===== src/sv/fcc_pkg.sv =====
// Package for the table-copy consistency checker.
// Holds the transaction types, request and status codes and register indexes.
// No dependencies; every other file of the block uses it.
package fcc_pkg;

	// Request codes of an input transaction.
	localparam logic [1:0] REQ_WRITE = 2'd0;
	localparam logic [1:0] REQ_READ  = 2'd1;
	localparam logic [1:0] REQ_CHECK = 2'd2;
	localparam logic [1:0] REQ_SCAN  = 2'd3;

	// Status codes of a result transaction.
	localparam logic [2:0] ST_OK           = 3'd0;
	localparam logic [2:0] ST_BAD_NOREPAIR = 3'd1;
	localparam logic [2:0] ST_BAD_ALL      = 3'd2;
	localparam logic [2:0] ST_LOOP         = 3'd3;
	localparam logic [2:0] ST_RANGE        = 3'd4;
	localparam logic [2:0] ST_TOO_MANY     = 3'd5;
	localparam logic [2:0] ST_ADDR         = 3'd6;

	// Configuration register indexes.
	localparam int unsigned REG_IDX_W = 3;
	localparam logic [REG_IDX_W-1:0] REG_REPAIR_ENABLE   = 3'd0;
	localparam logic [REG_IDX_W-1:0] REG_COPIES_IN_USE   = 3'd1;
	localparam logic [REG_IDX_W-1:0] REG_CLUSTERS_IN_USE = 3'd2;
	localparam logic [REG_IDX_W-1:0] REG_END_MARKER      = 3'd3;
	localparam logic [REG_IDX_W-1:0] REG_BAD_MARKER      = 3'd4;
	localparam logic [REG_IDX_W-1:0] REG_UNUSED_MARKER   = 3'd5;
	localparam logic [REG_IDX_W-1:0] REG_MISMATCH_LIMIT  = 3'd6;

	// Register reset values.
	localparam logic [2:0]  RST_COPIES   = 3'd2;
	localparam logic [12:0] RST_CLUSTERS = 13'd4096;
	localparam logic [31:0] RST_END      = 32'hFFFF_FFFF;
	localparam logic [31:0] RST_BAD      = 32'hFFFF_FFF7;
	localparam logic [31:0] RST_UNUSED   = 32'h0000_0000;
	localparam logic [15:0] RST_LIMIT    = 16'd16;

	// Input transaction.
	typedef struct packed {
		logic [1:0]  req_type;
		logic [1:0]  copy_index;
		logic [11:0] cluster_index;
		logic [31:0] entry_value;
		logic [31:0] chain_head;
	} req_item_t;

	// Result transaction.
	typedef struct packed {
		logic [2:0]  status;
		logic [31:0] read_value;
		logic [16:0] mismatch_count;
		logic [12:0] free_count;
		logic [14:0] repair_count;
	} rsp_item_t;

	// Effective configuration, with the copy and cluster counts saturated.
	typedef struct packed {
		logic        repair_enable;
		logic [2:0]  ncopies;
		logic [12:0] nclusters;
		logic [31:0] end_marker;
		logic [31:0] bad_marker;
		logic [31:0] unused_marker;
		logic [15:0] mismatch_limit;
	} cfg_t;

endpackage


===== src/sv/fcc_cfg_regs.sv =====
// Configuration registers of the table-copy consistency checker.
// Takes register writes and presents the saturated working configuration.
// Depends on fcc_pkg.
module fcc_cfg_regs #(
	parameter int MAX_CLUSTERS = 4096,
	parameter int MAX_COPIES   = 4
) (
	input  logic                          clk,
	input  logic                          arst_n,
	input  logic                          cfg_we,
	input  logic [fcc_pkg::REG_IDX_W-1:0] cfg_addr,
	input  logic [31:0]                   cfg_wdata,
	output fcc_pkg::cfg_t                 cfg
);

	logic        repair_q;
	logic [2:0]  copies_q;
	logic [12:0] clusters_q;
	logic [31:0] end_q;
	logic [31:0] bad_q;
	logic [31:0] unused_q;
	logic [15:0] limit_q;

	// Register file, written one register per write transaction.
	always_ff @(posedge clk or negedge arst_n) begin
		if (!arst_n) begin
			repair_q   <= 1'b0;
			copies_q   <= fcc_pkg::RST_COPIES;
			clusters_q <= fcc_pkg::RST_CLUSTERS;
			end_q      <= fcc_pkg::RST_END;
			bad_q      <= fcc_pkg::RST_BAD;
			unused_q   <= fcc_pkg::RST_UNUSED;
			limit_q    <= fcc_pkg::RST_LIMIT;
		end else if (cfg_we) begin
			case (cfg_addr)
				fcc_pkg::REG_REPAIR_ENABLE:   repair_q   <= cfg_wdata[0];
				fcc_pkg::REG_COPIES_IN_USE:   copies_q   <= cfg_wdata[2:0];
				fcc_pkg::REG_CLUSTERS_IN_USE: clusters_q <= cfg_wdata[12:0];
				fcc_pkg::REG_END_MARKER:      end_q      <= cfg_wdata;
				fcc_pkg::REG_BAD_MARKER:      bad_q      <= cfg_wdata;
				fcc_pkg::REG_UNUSED_MARKER:   unused_q   <= cfg_wdata;
				fcc_pkg::REG_MISMATCH_LIMIT:  limit_q    <= cfg_wdata[15:0];
				default: begin
				end
			endcase
		end
	end

	// Saturate the counts into the range the storage supports.
	always_comb begin
		cfg.repair_enable  = repair_q;
		cfg.end_marker     = end_q;
		cfg.bad_marker     = bad_q;
		cfg.unused_marker  = unused_q;
		cfg.mismatch_limit = limit_q;
		if (copies_q == 3'd0) begin
			cfg.ncopies = 3'd1;
		end else if ({1'b0, copies_q} > 4'(MAX_COPIES)) begin
			cfg.ncopies = 3'(MAX_COPIES);
		end else begin
			cfg.ncopies = copies_q;
		end
		if (clusters_q == 13'd0) begin
			cfg.nclusters = 13'd1;
		end else if ({4'd0, clusters_q} > 17'(MAX_CLUSTERS)) begin
			cfg.nclusters = 13'(MAX_CLUSTERS);
		end else begin
			cfg.nclusters = clusters_q;
		end
	end

endmodule


===== config.mk =====
export PLATFORM = sky130hd
export DESIGN_NAME = fcc_cfg_regs
export DESIGN_NICKNAME = d
export VERILOG_FILES = /design/src/sv/fcc_pkg.sv /design/src/sv/fcc_cfg_regs.sv
export SDC_FILE = /design/constraint.sdc
export NUM_CORES = 1
export LEC_CHECK = 0
export ABC_AREA = 1
export BUFFER_PORTS_ARGS = -buffer_cell sky130_fd_sc_hd__buf_2
export CAP_MARGIN = 20
export CORE_MARGIN = 2
export CORE_UTILIZATION = 51
export CTS_CLUSTER_SIZE = 8
export DETAILED_ROUTE_END_ITERATION = 7
export GPL_ROUTABILITY_DRIVEN = 0
export GPL_TIMING_DRIVEN = 0
export PLACE_DENSITY = 0.8
export SYNTH_ARGS = -nofsm -noshare
export SYNTH_HDL_FRONTEND = slang
export SYNTH_SLANG_ARGS = --single-unit

===== constraint.sdc =====
create_clock -name clk -period 1.6 [get_ports clk]
set_clock_uncertainty 0.1 [all_clocks]
set_input_delay 0.24 -clock clk [delete_from_list [all_inputs] [get_ports clk]]
set_output_delay 0.24 -clock clk [all_outputs]
set_load 0.02 [all_outputs]

Word-level counts from Yosys, hierarchy flattened --
Index checks and enable logic that the tools add are counted.
Operators by class: $lt $le $gt $ge 2, multiplexer cells 4, equal/unequal tests 6, reduce and logical (&&, ||, !) cells 10
Operators with widths (number):
- $mux W13 | 2
- $reduce_and A2 Y1 | 7
- $gt A13 B13 Y1 const B | 1
- $logic_not A13 Y1 | 1
- $eq A3 B3 Y1 const B | 3
- $eq A3 B2 Y1 const B | 2
- $logic_not A3 Y1 | 2
- $mux W3 | 2
- $eq A3 B1 Y1 const B | 1
- $gt A3 B3 Y1 const B | 1
Word-level totals: input port bits 38, output and inout bits 129, logic and storage cells 29, register bits 129

Logic depth before layout (Yosys ltp) --
depth in word-level cells 3, mapped depth 7, gate-level depth less buffers 7

Worst setup path before layout --
Ideal clock, no wire load.
path type reg-to-output, start reg clusters_q[8], end out cfg[113] in the netlist's numbering, stages on the path, launching flop included 6, setup slack -38 ps, data arrival time 1298 ps, buffers on the path 0, data required time 1260 ps, path through dfrtp_1 -> nor2_1 -> nand2_1 -> nor2_1 -> nand2_1 -> a21boi_0
RTL lines:
- start: declaration | line fcc_cfg_regs.sv:18 | logic [12:0] clusters_q;
- start signal: assignment | line fcc_cfg_regs.sv:29 | clusters_q <= fcc_pkg::RST_CLUSTERS;
- start signal: assignment | line fcc_cfg_regs.sv:38 | fcc_pkg::REG_CLUSTERS_IN_USE: clusters_q <= cfg_wdata[12:0];
- end: declaration | line fcc_cfg_regs.sv:13 | output fcc_pkg::cfg_t cfg

==> impl_metrics.csv <==
group,metric,value,unit
run_status,outcome,"finished with violations",
run_status,violations,"negative setup slack",
timing,finalSetupViolations,15,
layout,drive_above_1_share,51.82,%
routing,avgViaCountPerCell,5.267,
cts,cts.sinks,129,
global_routing,overflow,0,
layout,design_area,0.007551,sq mm
timing,rsz0062_at_grt,"yes",
timing,fin_setup_tns,-5.629,ns
power_and_ir_drop,p_total,11.56,mW
logic_synthesis,synth.cell_area,0.005253,sq mm
timing,fin_crit,2.157,ns
routing,first_pass_iters,7,
layout,layout_commonest_cell,"buf_2",
routing,ant_nets,0,
worst_setup_path,r2r_slack,0.41,ns
cts,insertion_delay,0.52,ns
global_routing,track_usage,28.49,%
layout,antennaDiodeCount,0,
logic_synthesis,synth_fp_nets,539,
cts,numCtsBuffers,17,
cts,path_clk_slew,0.06,ns
global_routing,top_usage_layer,"met2",
logic_synthesis,seq_area_frac_synth,63.03,%
cts,cts-root-buf,"clkbuf_8",
power_and_ir_drop,p_leak,3.796,nW
global_routing,antenna_found_initial,0,
place,post_dp_cell_area,0.006287,sq mm
place,dp.final_hpwl,9.497,mm
global_routing,grtUsageMet2,48.80,%
global_routing,grt_pass1_vias,4774,
job,cap_violations,0,
worst_setup_path,crit_type,"flop to primary output",
cts,cts_tree,"done",
logic_synthesis,synth.avg_cell_area,10.48,sq um
routing,wire_per_inst,17.99,um
routing,vias,4630,
layout,fin_cells,879,
cts,clockBufferDepth,2,
floorplan,core,0.01014,sq mm
logic_synthesis,synth_top_area_share,33.02,%
timing,fmax,463.5,MHz
logic_synthesis,ys_top_cells_by_area,"dfstp_2 (33%), dfrtp_1 (30%), nand2_1 (10%)",
floorplan,die_h,105.5,um
floorplan,die_x,105.5,um
power_and_ir_drop,ir_drop,888.0,uV
logic_synthesis,synth_cell_types,23,
worst_hold_path,hp-class,"primary input to flop",
worst_setup_path,crit_required,1.26,ns
layout,multi_input_area,0.001688,sq mm
routing,wl,15.81,mm
worst_setup_path,path_max_fanout,5,
timing,slew_headroom,71.21,%
layout,final_nets,768,
layout,fillers,652,
routing,drtIter0Drc,317,
logic_synthesis,ys_warn_count,0,
timing,period_share,134.8,%
cts,htree_levels,4,
layout,syn2layout_area_growth,43.76,%
place,dpl.cell_count,804,
global_routing,grtUsageMet1,34.36,%
floorplan,io_pins,167,
floorplan,die_area,0.01113,sq mm
floorplan,rows,37,
timing,postLayoutSetupSlackWorst,-0.5573,ns
worst_setup_path,crit_path_start_kind,"flop",
timing,hold_viol,0,
power_and_ir_drop,power.density,1531,mW/mm^2
routing,drc,0,
worst_setup_path,worstPathArrival,1.82,ns
global_routing,use_met3,8.844,%
logic_synthesis,synth_top_area_cell,"dfstp_2",
place,port_buffers,166,
floorplan,start_util,51.81,%
layout,final_cell_mix,"buf_2 (142), nand2_1 (135), dfstp_2 (66)",
logic_synthesis,synthCells,501,
timing,drv_slew,0,
worst_setup_path,endpoint_kind,"primary output",
logic_synthesis,ys_seq_elements,129,
layout,ff_latch_area,0.003311,sq mm
timing,tightest_slew,0.4318,ns
global_routing,grt_max_degree,90,
global_routing,grt_pass1_wl,24.21,mm
==> registers in the layout (all words and copies together) (netlist names) <==
register,flops
limit_q,16
unused_q,32
repair_q,1
bad_q,32
clusters_q,13
end_q,32
copies_q,3
==> timing repair <==
action,4_1_cts,5_1_grt
hold buffers,33,0
endpoints found under the setup margin,15,31
endpoints found under the hold margin,188,0
resized for setup,52,41
gates cloned,2,0
setup buffers,8,0
pin swaps,9,5
==> power breakdown <==
group	internal [mW]	switching (mW)	total (mW)	leakage, nW
sequential	4.11	0.408	4.52	1.48
combinational	1.16	1.87	3.03	2.02
clock	2.60	1.41	4.01	0.291
total	7.87	3.68	11.6	3.80
==> routing by layer <==
metal | wire length (um) | up-vias
met5 | 0 | -
met4 | 267 | 0
met1 | 5980 | 2285
met2 | 8269 | 234
li1 | - | 2080
met3 | 1296 | 31
==> synth_stat cells, drive strengths merged <==
library cell and instances:
a21boi 8, buf 22, nand2 144, a31oi 1, clkbuf 5, and2 1
nand3 1, dfstp 66, o21ai 128, inv 42, a21oi 1, dfrtp 63
nor2 19
==> path summary, 6_finish.rpt <==
check | from | depth (start not counted) | to
worst max-delay path | clusters_q[6] | 6 | cfg[117]
worst min register to register | bad_q[0] | 2 | bad_q[0]
max in group asynchronous | arst_n | 3 | bad_q[1]
min in group asynchronous | arst_n | 2 | unused_q[17]
worst min-delay path | cfg_wdata[2] | 3 | clusters_q[2]
worst max register to register | clusters_q[12] | 4 | clusters_q[12]
==> metrics by stage <==
stage / setup WS (ns) / utilization, % / hold WS (ns)
finish: -0.5573 / 74.48 / 0.01453
global route: -0.5888 / 74.48 / 0.03327
CTS: -0.5014 / 73.31 / 0.001021
detailed placement: -0.09241 / 62.01 / 0.06609
global placement: -1.298 / 61.68 / 0.3598
floorplan: -0.03780 / - / -0.1556
==> cell families after synthesis <==
| family | Yosys count | synth area share [%] |
|---|---|---|
| AND/OR/NAND/NOR | 165 | 12.77 |
| AO/OA/AOI/OAI | 138 | 17.06 |
| flip-flops | 129 | 63.03 |
| buffers and inverters | 69 | 7.146 |
==> critical path, stage by stage (launching register included) <==
cell and delay [ns]:
dfrtp_1 0.39, nor2_2 0.16, nand2_2 0.09, nor2_4 0.18, nand2_4 0.11, a21boi_2 0.21
buf_6 0.15
==> area by class of cell <==
type	instances	area share (%)
clock inverter	10	2.088
timing repair buffer	209	18.36
clock buffer	22	5.998
tap	136	2.254
sequential	129	43.84
buffer	27	3.016
multi-input combinational	304	22.35
inverter	42	2.088
Power figures use the tool's default switching activity.
